## config.mk

```make
export PLATFORM = sky130hd
export DESIGN_NAME = yuyv_color_blob_centroid_top
export DESIGN_NICKNAME = d
export VERILOG_FILES = /design/src/sv/ycbc_pkg.sv /design/src/sv/yuyv_color_blob_centroid_top.sv /design/src/sv/ycbc_lane.sv /design/src/sv/ycbc_accum.sv /design/src/sv/ycbc_div.sv
export SDC_FILE = /design/constraint.sdc
export NUM_CORES = 2
export LEC_CHECK = 0
export BUFFER_PORTS_ARGS = -buffer_cell sky130_fd_sc_hd__buf_2
export CAP_MARGIN = 20
export CORE_MARGIN = 2
export CORE_UTILIZATION = 62
export CTS_CLUSTER_DIAMETER = 200
export DETAILED_ROUTE_END_ITERATION = 10
export PLACE_DENSITY = 0.79
export SKIP_LAST_GASP = 1
export SLEW_MARGIN = 20
export SYNTH_ARGS = -nofsm -noshare
export SYNTH_HDL_FRONTEND = slang
export SYNTH_SLANG_ARGS = --single-unit
```

## constraint.sdc

```tcl
create_clock -name i_clk -period 9.69 [get_ports i_clk]
set_input_delay 0.969 -clock i_clk [delete_from_list [all_inputs] [get_ports i_clk]]
set_output_delay 0.969 -clock i_clk [all_outputs]
set_load 0.01 [all_outputs]
```

## src/sv/ycbc_pkg.sv

```systemverilog
// Shared types, widths and constants for the YUYV color blob centroid block.
// Used by every module under sv/; depends on nothing.
package ycbc_pkg;

    // Frame geometry limits
    localparam int MAX_PAIRS_PER_ROW = 1024;
    localparam int MAX_LINES         = 2048;

    localparam int PPR_W   = 11;                          // pairs_per_row register
    localparam int LPF_W   = 12;                          // lines_per_frame register
    localparam int PIX_W   = 8;
    localparam int COL_W   = $clog2(MAX_PAIRS_PER_ROW);   // pair index within a row
    localparam int ROW_W   = $clog2(MAX_LINES);           // row index within a frame
    localparam int POS_W   = 11;
    localparam int SUM_W   = 33;
    localparam int CNT_W   = 23;
    localparam int AREA_W  = 23;                          // pixels in a frame
    localparam int FLOOR_W = 17;                          // area / 100
    localparam int QBIT_W  = 4;                           // counts quotient bits

    // area / 100 as (area * RECIP_100) >> RECIP_SHIFT, exact for area < 2**23
    localparam int RECIP_SHIFT = 30;
    localparam int RECIP_W     = 24;
    localparam logic [RECIP_W-1:0] RECIP_100 = 24'd10737419;

    // Configuration port
    localparam int CFG_IDX_W  = 3;
    localparam int CFG_DATA_W = 12;

    typedef enum logic [CFG_IDX_W-1:0] {
        CFG_PAIRS_PER_ROW    = 3'd0,
        CFG_LINES_PER_FRAME  = 3'd1,
        CFG_U_REF            = 3'd2,
        CFG_V_REF            = 3'd3,
        CFG_CHROMA_TOLERANCE = 3'd4,
        CFG_LUMA_MIN         = 3'd5,
        CFG_LUMA_MAX         = 3'd6
    } t_cfg_idx;

    // Color window shared by both pixel lanes
    typedef struct packed {
        logic [PIX_W-1:0] u_ref;
        logic [PIX_W-1:0] v_ref;
        logic [PIX_W-1:0] chroma_tolerance;
        logic [PIX_W-1:0] luma_min;
        logic [PIX_W-1:0] luma_max;
    } t_color_window;

    // Frozen totals of a finished frame, handed to the divider
    typedef struct packed {
        logic [SUM_W-1:0] sum_x;
        logic [SUM_W-1:0] sum_y;
        logic [CNT_W-1:0] count;
        logic [PPR_W-1:0] ppr;
        logic [LPF_W-1:0] lpf;
    } t_frame_totals;

endpackage

```

## src/sv/yuyv_color_blob_centroid_top.sv

```systemverilog
// Top level of the YUYV color blob centroid block: configuration registers,
// two pixel lanes, merge/accumulate stage and end-of-frame divider.
// Depends on ycbc_pkg, ycbc_lane, ycbc_accum, ycbc_div.
//
// Usage:
//   Input channel (i_valid/o_ready): one word per YUYV pixel pair, raster order;
//   i_frame_start marks the first pair of a frame. Pairs are taken one per
//   cycle while o_ready is high. Output channel (o_valid/i_ready): one word per
//   frame (found, pos_x, pos_y), issued after the last pair of the frame.
//   Config channel (i_cfg_valid/o_cfg_ready): always ready; writes register
//   i_cfg_index with i_cfg_data, truncated to the register width.
// Result path: area multiply, reciprocal scale, 11 quotient-bit divider steps,
//   then load into the output register.
// Throughput: one pair per cycle while o_ready is high. The divider serves one
//   frame at a time, so the last pair of the next frame waits while it is
//   still busy.
// Receiver stall: the finished result holds in the output register and the
//   divider holds its next result until the register frees; input pairs that
//   do not close a frame keep flowing meanwhile.
// Reset: geometry 320 pairs x 480 lines, chroma window 90/90 +-30, luma 40..235;
//   position, sums and count cleared; no result pending.
module yuyv_color_blob_centroid_top (
    input  logic                            i_clk,
    input  logic                            i_rst_n,
    input  logic                            i_cfg_valid,
    output logic                            o_cfg_ready,
    input  logic [ycbc_pkg::CFG_IDX_W-1:0]  i_cfg_index,
    input  logic [ycbc_pkg::CFG_DATA_W-1:0] i_cfg_data,
    input  logic                            i_valid,
    output logic                            o_ready,
    input  logic                            i_frame_start,
    input  logic [ycbc_pkg::PIX_W-1:0]      i_luma_even,
    input  logic [ycbc_pkg::PIX_W-1:0]      i_chroma_u,
    input  logic [ycbc_pkg::PIX_W-1:0]      i_luma_odd,
    input  logic [ycbc_pkg::PIX_W-1:0]      i_chroma_v,
    output logic                            o_valid,
    input  logic                            i_ready,
    output logic                            o_found,
    output logic [ycbc_pkg::POS_W-1:0]      o_pos_x,
    output logic [ycbc_pkg::POS_W-1:0]      o_pos_y
);
    import ycbc_pkg::*;

    logic [PPR_W-1:0] r_pairs_per_row;
    logic [LPF_W-1:0] r_lines_per_frame;
    t_color_window    r_window;

    logic          match_even;
    logic          match_odd;
    logic          frame_end;
    logic          div_busy;
    logic          accept;
    t_frame_totals totals;

    assign o_cfg_ready = 1'b1;

    always_ff @(posedge i_clk) begin
        if (!i_rst_n) begin
            r_pairs_per_row           <= PPR_W'(320);
            r_lines_per_frame         <= LPF_W'(480);
            r_window.u_ref            <= PIX_W'(90);
            r_window.v_ref            <= PIX_W'(90);
            r_window.chroma_tolerance <= PIX_W'(30);
            r_window.luma_min         <= PIX_W'(40);
            r_window.luma_max         <= PIX_W'(235);
        end else if (i_cfg_valid) begin
            unique case (i_cfg_index)
                CFG_PAIRS_PER_ROW:    r_pairs_per_row           <= i_cfg_data[PPR_W-1:0];
                CFG_LINES_PER_FRAME:  r_lines_per_frame         <= i_cfg_data[LPF_W-1:0];
                CFG_U_REF:            r_window.u_ref            <= i_cfg_data[PIX_W-1:0];
                CFG_V_REF:            r_window.v_ref            <= i_cfg_data[PIX_W-1:0];
                CFG_CHROMA_TOLERANCE: r_window.chroma_tolerance <= i_cfg_data[PIX_W-1:0];
                CFG_LUMA_MIN:         r_window.luma_min         <= i_cfg_data[PIX_W-1:0];
                CFG_LUMA_MAX:         r_window.luma_max         <= i_cfg_data[PIX_W-1:0];
                default: ;
            endcase
        end
    end

    ycbc_lane u_lane_even (
        .i_luma     (i_luma_even),
        .i_chroma_u (i_chroma_u),
        .i_chroma_v (i_chroma_v),
        .i_window   (r_window),
        .o_match    (match_even)
    );

    ycbc_lane u_lane_odd (
        .i_luma     (i_luma_odd),
        .i_chroma_u (i_chroma_u),
        .i_chroma_v (i_chroma_v),
        .i_window   (r_window),
        .o_match    (match_odd)
    );

    // hold only a frame-closing word while the divider still works
    assign o_ready = !(div_busy && frame_end);
    assign accept  = i_valid && o_ready;

    ycbc_accum u_accum (
        .i_clk             (i_clk),
        .i_rst_n           (i_rst_n),
        .i_accept          (accept),
        .i_frame_start     (i_frame_start),
        .i_match_even      (match_even),
        .i_match_odd       (match_odd),
        .i_pairs_per_row   (r_pairs_per_row),
        .i_lines_per_frame (r_lines_per_frame),
        .o_frame_end       (frame_end),
        .o_totals          (totals)
    );

    ycbc_div u_div (
        .i_clk    (i_clk),
        .i_rst_n  (i_rst_n),
        .i_start  (accept && frame_end),
        .i_totals (totals),
        .o_busy   (div_busy),
        .o_valid  (o_valid),
        .i_ready  (i_ready),
        .o_found  (o_found),
        .o_pos_x  (o_pos_x),
        .o_pos_y  (o_pos_y)
    );

endmodule

```

## src/sv/ycbc_lane.sv

```systemverilog
// One pixel lane: luma window and chroma distance test for a single pixel.
// Depends on ycbc_pkg.
module ycbc_lane (
    input  logic [ycbc_pkg::PIX_W-1:0] i_luma,
    input  logic [ycbc_pkg::PIX_W-1:0] i_chroma_u,
    input  logic [ycbc_pkg::PIX_W-1:0] i_chroma_v,
    input  ycbc_pkg::t_color_window    i_window,
    output logic                       o_match
);
    import ycbc_pkg::*;

    logic [PIX_W-1:0] dist_u;
    logic [PIX_W-1:0] dist_v;
    logic             luma_ok;

    always_comb begin
        dist_u = (i_chroma_u >= i_window.u_ref) ? i_chroma_u - i_window.u_ref
                                                : i_window.u_ref - i_chroma_u;
        dist_v = (i_chroma_v >= i_window.v_ref) ? i_chroma_v - i_window.v_ref
                                                : i_window.v_ref - i_chroma_v;
        luma_ok = (i_luma >= i_window.luma_min) && (i_luma <= i_window.luma_max);
        o_match = luma_ok && (dist_u <= i_window.chroma_tolerance)
                          && (dist_v <= i_window.chroma_tolerance);
    end

endmodule

```

## src/sv/ycbc_accum.sv

```systemverilog
// Merge stage: combines the two lane matches into running column/row sums and
// a match count, and tracks raster position. Depends on ycbc_pkg.
module ycbc_accum (
    input  logic                       i_clk,
    input  logic                       i_rst_n,
    input  logic                       i_accept,
    input  logic                       i_frame_start,
    input  logic                       i_match_even,
    input  logic                       i_match_odd,
    input  logic [ycbc_pkg::PPR_W-1:0] i_pairs_per_row,
    input  logic [ycbc_pkg::LPF_W-1:0] i_lines_per_frame,
    output logic                       o_frame_end,
    output ycbc_pkg::t_frame_totals    o_totals
);
    import ycbc_pkg::*;

    logic [COL_W-1:0] r_col;
    logic [ROW_W-1:0] r_row;
    logic [SUM_W-1:0] r_sum_x;
    logic [SUM_W-1:0] r_sum_y;
    logic [CNT_W-1:0] r_count;

    logic [COL_W-1:0] base_col;
    logic [ROW_W-1:0] base_row;
    logic [SUM_W-1:0] base_sum_x;
    logic [SUM_W-1:0] base_sum_y;
    logic [CNT_W-1:0] base_count;
    logic [PPR_W-1:0] ppr_c;
    logic [LPF_W-1:0] lpf_c;
    logic [POS_W:0]   add_x;
    logic [ROW_W:0]   add_y;
    logic [PPR_W-1:0] col_inc;
    logic [LPF_W-1:0] row_inc;
    logic             row_last;
    logic [SUM_W-1:0] n_sum_x;
    logic [SUM_W-1:0] n_sum_y;
    logic [CNT_W-1:0] n_count;

    always_comb begin
        // clamp geometry to the supported range
        if (i_pairs_per_row == '0)
            ppr_c = PPR_W'(1);
        else if (i_pairs_per_row > PPR_W'(MAX_PAIRS_PER_ROW))
            ppr_c = PPR_W'(MAX_PAIRS_PER_ROW);
        else
            ppr_c = i_pairs_per_row;
        if (i_lines_per_frame == '0)
            lpf_c = LPF_W'(1);
        else if (i_lines_per_frame > LPF_W'(MAX_LINES))
            lpf_c = LPF_W'(MAX_LINES);
        else
            lpf_c = i_lines_per_frame;

        // a frame start restarts at pair 0 of row 0 with empty sums
        base_col   = i_frame_start ? '0 : r_col;
        base_row   = i_frame_start ? '0 : r_row;
        base_sum_x = i_frame_start ? '0 : r_sum_x;
        base_sum_y = i_frame_start ? '0 : r_sum_y;
        base_count = i_frame_start ? '0 : r_count;

        add_x = (i_match_even ? {1'b0, base_col, 1'b0} : '0)
              + (i_match_odd  ? {1'b0, base_col, 1'b1} : '0);
        add_y = (i_match_even ? {1'b0, base_row} : '0)
              + (i_match_odd  ? {1'b0, base_row} : '0);

        n_sum_x = base_sum_x + SUM_W'(add_x);
        n_sum_y = base_sum_y + SUM_W'(add_y);
        n_count = base_count + CNT_W'(i_match_even) + CNT_W'(i_match_odd);

        col_inc     = PPR_W'(base_col) + PPR_W'(1);
        row_inc     = LPF_W'(base_row) + LPF_W'(1);
        row_last    = col_inc >= ppr_c;
        o_frame_end = row_last && (row_inc >= lpf_c);

        o_totals.sum_x = n_sum_x;
        o_totals.sum_y = n_sum_y;
        o_totals.count = n_count;
        o_totals.ppr   = ppr_c;
        o_totals.lpf   = lpf_c;
    end

    always_ff @(posedge i_clk) begin
        if (!i_rst_n) begin
            r_col   <= '0;
            r_row   <= '0;
            r_sum_x <= '0;
            r_sum_y <= '0;
            r_count <= '0;
        end else if (i_accept) begin
            if (o_frame_end) begin
                // totals go to the divider; start the next frame clean
                r_col   <= '0;
                r_row   <= '0;
                r_sum_x <= '0;
                r_sum_y <= '0;
                r_count <= '0;
            end else begin
                r_col   <= row_last ? '0 : col_inc[COL_W-1:0];
                r_row   <= row_last ? row_inc[ROW_W-1:0] : base_row;
                r_sum_x <= n_sum_x;
                r_sum_y <= n_sum_y;
                r_count <= n_count;
            end
        end
    end

endmodule

```

## src/sv/ycbc_div.sv

```systemverilog
// End-of-frame unit: match threshold (area / 100 by reciprocal), two restoring
// dividers for the mean x and y, and the result register. Depends on ycbc_pkg.
module ycbc_div (
    input  logic                       i_clk,
    input  logic                       i_rst_n,
    input  logic                       i_start,
    input  ycbc_pkg::t_frame_totals    i_totals,
    output logic                       o_busy,
    output logic                       o_valid,
    input  logic                       i_ready,
    output logic                       o_found,
    output logic [ycbc_pkg::POS_W-1:0] o_pos_x,
    output logic [ycbc_pkg::POS_W-1:0] o_pos_y
);
    import ycbc_pkg::*;

    typedef enum logic [4:0] {
        S_IDLE  = 5'b00001,
        S_AREA  = 5'b00010,
        S_SCALE = 5'b00100,
        S_DIV   = 5'b01000,
        S_DONE  = 5'b10000
    } t_div_state;

    localparam int DSH_W  = CNT_W + POS_W;
    localparam int PROD_W = AREA_W + RECIP_W;

    t_div_state r_state, n_state;
    logic       r_out_valid;

    logic [PPR_W-1:0]   r_ppr;
    logic [LPF_W-1:0]   r_lpf;
    logic [AREA_W-1:0]  r_area;
    logic [FLOOR_W-1:0] r_floor;
    logic [CNT_W-1:0]   r_count;
    logic [DSH_W-1:0]   r_dsh;
    logic [DSH_W-1:0]   r_rem_x;
    logic [DSH_W-1:0]   r_rem_y;
    logic [POS_W-1:0]   r_q_x;
    logic [POS_W-1:0]   r_q_y;
    logic [QBIT_W-1:0]  r_bit;
    logic               r_found;
    logic [POS_W-1:0]   r_pos_x;
    logic [POS_W-1:0]   r_pos_y;

    logic [AREA_W-1:0] area_prod;
    logic [PROD_W-1:0] scaled;
    logic              ge_x;
    logic              ge_y;
    logic              found;
    logic              load_out;

    always_comb begin
        area_prod = {{(AREA_W-PPR_W){1'b0}}, r_ppr} * {{(AREA_W-LPF_W){1'b0}}, r_lpf};
        scaled    = {{RECIP_W{1'b0}}, r_area} * {{AREA_W{1'b0}}, RECIP_100};
        ge_x      = r_rem_x >= r_dsh;
        ge_y      = r_rem_y >= r_dsh;
        found     = r_count > CNT_W'(r_floor);
        load_out  = (r_state == S_DONE) && (!r_out_valid || i_ready);
    end

    always_comb begin
        n_state = r_state;
        unique case (r_state)
            S_IDLE:  if (i_start) n_state = S_AREA;
            S_AREA:  n_state = S_SCALE;
            S_SCALE: n_state = S_DIV;
            S_DIV:   if (r_bit == '0) n_state = S_DONE;
            S_DONE:  if (load_out) n_state = S_IDLE;
            default: n_state = S_IDLE;
        endcase
    end

    always_ff @(posedge i_clk) begin
        if (!i_rst_n) begin
            r_state     <= S_IDLE;
            r_out_valid <= 1'b0;
        end else begin
            r_state <= n_state;
            if (load_out)
                r_out_valid <= 1'b1;
            else if (i_ready)
                r_out_valid <= 1'b0;
        end
    end

    always_ff @(posedge i_clk) begin
        if (r_state == S_IDLE && i_start) begin
            r_ppr   <= i_totals.ppr;
            r_lpf   <= i_totals.lpf;
            r_count <= i_totals.count;
            r_rem_x <= DSH_W'(i_totals.sum_x);
            r_rem_y <= DSH_W'(i_totals.sum_y);
        end
        if (r_state == S_AREA)
            r_area <= {area_prod[AREA_W-2:0], 1'b0};
        if (r_state == S_SCALE) begin
            r_floor <= scaled[RECIP_SHIFT +: FLOOR_W];
            r_dsh   <= {r_count, {POS_W{1'b0}}} >> 1;
            r_bit   <= QBIT_W'(POS_W - 1);
        end
        // one quotient bit per cycle for both axes
        if (r_state == S_DIV) begin
            if (ge_x) r_rem_x <= r_rem_x - r_dsh;
            if (ge_y) r_rem_y <= r_rem_y - r_dsh;
            r_q_x <= {r_q_x[POS_W-2:0], ge_x};
            r_q_y <= {r_q_y[POS_W-2:0], ge_y};
            r_dsh <= r_dsh >> 1;
            r_bit <= r_bit - QBIT_W'(1);
        end
        if (load_out) begin
            r_found <= found;
            r_pos_x <= found ? r_q_x : '0;
            r_pos_y <= found ? r_q_y : '0;
        end
    end

    assign o_busy  = (r_state != S_IDLE);
    assign o_valid = r_out_valid;
    assign o_found = r_found;
    assign o_pos_x = r_pos_x;
    assign o_pos_y = r_pos_y;

endmodule
```

==> impl_metrics.env <==
export IMPL_ys_flop_type="dfxtp_1"
export IMPL_post_drt_wl_per_cell_um=17.6
export IMPL_cts_resized=0
export IMPL_synth_seq_cells=414
export IMPL_synth_most_common_cell="inv_1"
export IMPL_worst_slew_pin_slew_ns=1.03
export IMPL_totalWireLength_um=88600
export IMPL_synth_edf_count=167
export IMPL_slowest_delay_ns=0.39
export IMPL_synthesis_nets=5062
export IMPL_remaining_drc_errors=0
export IMPL_pwr_share_comb=0.066
export IMPL_criticalPathCategory="input port to flop"
export IMPL_clkPwrFrac=0.451
export IMPL_hold_class="flop to flop"
export IMPL_fmax_mhz=110
export IMPL_critPathRequiredTime_ns=10.13
export IMPL_setup_violations=0
export IMPL_hold_viol=0
export IMPL_antenna_cells=0
export IMPL_cts_root_buffer="clkbuf_16"
export IMPL_intPower_w=0.00286
export IMPL_cts_hold_buffers_added=0
export IMPL_grt_max_degree=77
export IMPL_yosys_area_top_type="ha_1"
export IMPL_fin_crit_sh=0.940
export IMPL_max_vdd_ir_drop_v=0.000117
export IMPL_pwr_share_seq=0.483
export IMPL_rsz0062_at_grt="no"
export IMPL_ys_seq_area_frac=0.262
export IMPL_cpMostUsedCell="a21oi_1"
export IMPL_post_cts_buffers=0
export IMPL_arrival_ns=9.55
export IMPL_synth_distinct_cells=89
export IMPL_yosysTopAreaCellShare=0.171
export IMPL_slew_headroom=0.313
export IMPL_fin_nets=5080
export IMPL_async_flop_share=0
export IMPL_antenna_left=0
export IMPL_cts_sinks=414
export IMPL_fin_util=0.672
export IMPL_place_congestion=0.931
export IMPL_antenna_found_initial=0
export IMPL_synthTopCellsByArea="ha_1 (17%), fa_1 (15%), edfxtp_1 (13%)"
export IMPL_fillers=4858
export IMPL_synth_cells=4207
export IMPL_min_period_ns=9.11
export IMPL_cts_tree="yes"
export IMPL_ys_top_cells_by_count="inv_1 (583), ha_1 (520), nand2_1 (383)"
export IMPL_rows=90
export IMPL_syn_to_final_growth_pct=6.94
export IMPL_dpl_hpwl_um=68400
export IMPL_switching_share=0.240
export IMPL_core_mm2=0.0606
export IMPL_yosys_warnings=0
export IMPL_io_pins=79
export IMPL_grt_pass1_wl_um=147000
export IMPL_slowest_stage="a22oi_1"
export IMPL_die_y_um=252
export IMPL_cap_violations=0
export IMPL_clk_pin_slew_ns=0.06
export IMPL_track_usage=0.285
export IMPL_netSwitchingPower_w=0.000901
export IMPL_p_leak_nw=19.4
export IMPL_dieArea_mm2=0.0634
export IMPL_drive_gt1_frac=0.0551
export IMPL_die_width_um=252
export IMPL_dr_pass1_iters=6
export IMPL_run_status="completed"
export IMPL_finClkSkew_ns=0.0255
export IMPL_gr_total_overflow=0
export IMPL_initial_core_util=0.629
export IMPL_cts_htree_levels=2
export IMPL_numPortBuffers=77
export IMPL_grt_pass1_vias=29200
export IMPL_crit_path_end_kind="flop"
export IMPL_worstPathMaxFanout=8
export IMPL_multi_input_area_mm2=0.0255
export IMPL_seq_area_mm2=0.00996
export IMPL_syn_area_mm2=0.0381
export IMPL_power_density_mw_per_mm2=92.3
export IMPL_cp_start_kind="input port"
export IMPL_drt_initial_drc_count=2076
export IMPL_r2r_setup_slack_ns=0.75
export IMPL_cts_buffers=46
export IMPL_clk_latency_ns=0.59
export IMPL_vias=29500
export IMPL_setup_tns_ns=0
export IMPL_clock_tree_buffer_depth=3
export IMPL_postSynthAreaPerCell_um2=9.05
export IMPL_vias_per_cell=5.84
export IMPL_slew_violations=0
## registers in the layout, indices dropped and copies added (netlist names), 12 cells and up
| register | cells |
|---|---|
| r_lines_per_frame | 12 |
| r_window | 40 |
| u_accum.r_count | 23 |
| u_accum.r_sum_x | 33 |
| u_accum.r_sum_y | 33 |
| u_div.r_area | 22 |
| u_div.r_count | 23 |
| u_div.r_dsh | 33 |
| u_div.r_floor | 17 |
| u_div.r_lpf | 12 |
| u_div.r_rem_x | 34 |
| u_div.r_rem_y | 34 |
## logic make-up after synthesis
logic type                 Yosys count  share of synthesized area
xor gates and xnor gates           213                     0.0490
muxes                               39                     0.0107
other                                1                  0.0000985
adders and majority gates          802                      0.319
DFF                                414                      0.262
buffers and inverters              726                     0.0719
and+or+nand+nor                   1218                      0.154
AOI/OAI and AO/OA                  794                      0.134
## final cells by class
cell class                      instances  area share
Sequential cell                       414       0.245
Inverter                              586      0.0541
Tap cell                              782      0.0240
Clock buffer                           65      0.0316
Timing Repair Buffer                  110      0.0161
Multi-Input combinational cell       3067       0.626
Clock inverter                         21     0.00406
## final timing paths
path	from	end	cells past startpoint
setup / recovery	i_chroma_u[0]	u_div.r_rem_y[23]$_DFF_P_	42
hold / removal	u_div.r_q_x[9]$_DFFE_PN_	u_div.r_q_x[10]$_DFFE_PN_	0
setup reg to reg	r_window[32]$_SDFFE_PN0P_	u_div.r_rem_y[23]$_DFF_P_	40
hold reg to reg	u_div.r_q_x[9]$_DFFE_PN_	u_div.r_q_x[10]$_DFFE_PN_	0
## per-layer routing
| layer | vias up | GRT usage | part of all wire |
|---|---|---|---|
| li1 | 14200 | - | - |
| met1 | 14200 | 0.386 | 0.44 |
| met2 | 880 | 0.476 | 0.47 |
| met3 | 147 | 0.0418 | 0.066 |
| met4 | 0 | 0.0835 | 0.026 |
| met5 | - | 0 | 0 |
## per-stage QoR
step / instance area [um^2] / setup WS, ns / power [W] / std cells / hold slack (ns)
6_report: 40700 / 0.581 / 0.00376 / 5045 / 0.440
5_1_grt: 40700 / 0.00337 / 0.00387 / 5045 / 0.444
4_1_cts: 40700 / 0.661 / 0.00378 / 5044 / 0.440
3_5_place_dp: 39200 / 0.0659 / 0.00209 / 4958 / 0.423
3_3_place_gp: 39200 / 0.317 / 0.00209 / 4958 / 0.421
2_1_floorplan: 38100 / 0.921 / 0.00201 / 4207 / 0.417
## power by group through the flow
| stage | Sequential, W | Clock [W] | Combinational [W] |
|---|---|---|---|
| after global placement | 0.00185 | 0 | 0.000238 |
| after detailed placement | 0.00185 | 0 | 0.000243 |
| after global routing | 0.00181 | 0.00179 | 0.000275 |
| after floorplan | 0.00185 | 0 | 0.000163 |
| final | 0.00181 | 0.00170 | 0.000248 |
| after CTS | 0.00181 | 0.00172 | 0.000246 |
## critical path: cells and delay by family
kind            cells  cell delay, ns
mux                 1            0.27
compound gates     22            4.34
xor+xnor            3            0.42
buf+inv             4            0.49
simple gates        7            1.54
fa+ha+maj           5            1.50
## cells in the final DEF, fill, tap and decap left out, types with 9 or more instances in the layout
master and count:
or3_1 18, and2_1 95, mux2i_1 25, clkbuf_1 15, nand2_1 382, and3_1 33
a31oi_1 27, a211oi_1 18, a22oi_1 67, o21bai_1 22, nor4_1 14, or2_2 9
o21ai_0 151, xor2_1 79, fa_1 282, edfxtp_1 167, o211ai_1 37, ha_1 520
buf_2 76, clkbuf_16 48, nand4_1 34, nor3_1 52, o21a_1 35, mux2_2 14
a21oi_1 244, o211a_1 10, nand2b_1 71, clkinv_1 9, buf_4 33, inv_1 582
xnor2_1 134, nand3_1 92, nor2b_1 70, nor2_1 293, dfxtp_1 247, a21o_1 78
nor3b_1 12
Power figures use the tool's default switching activity.
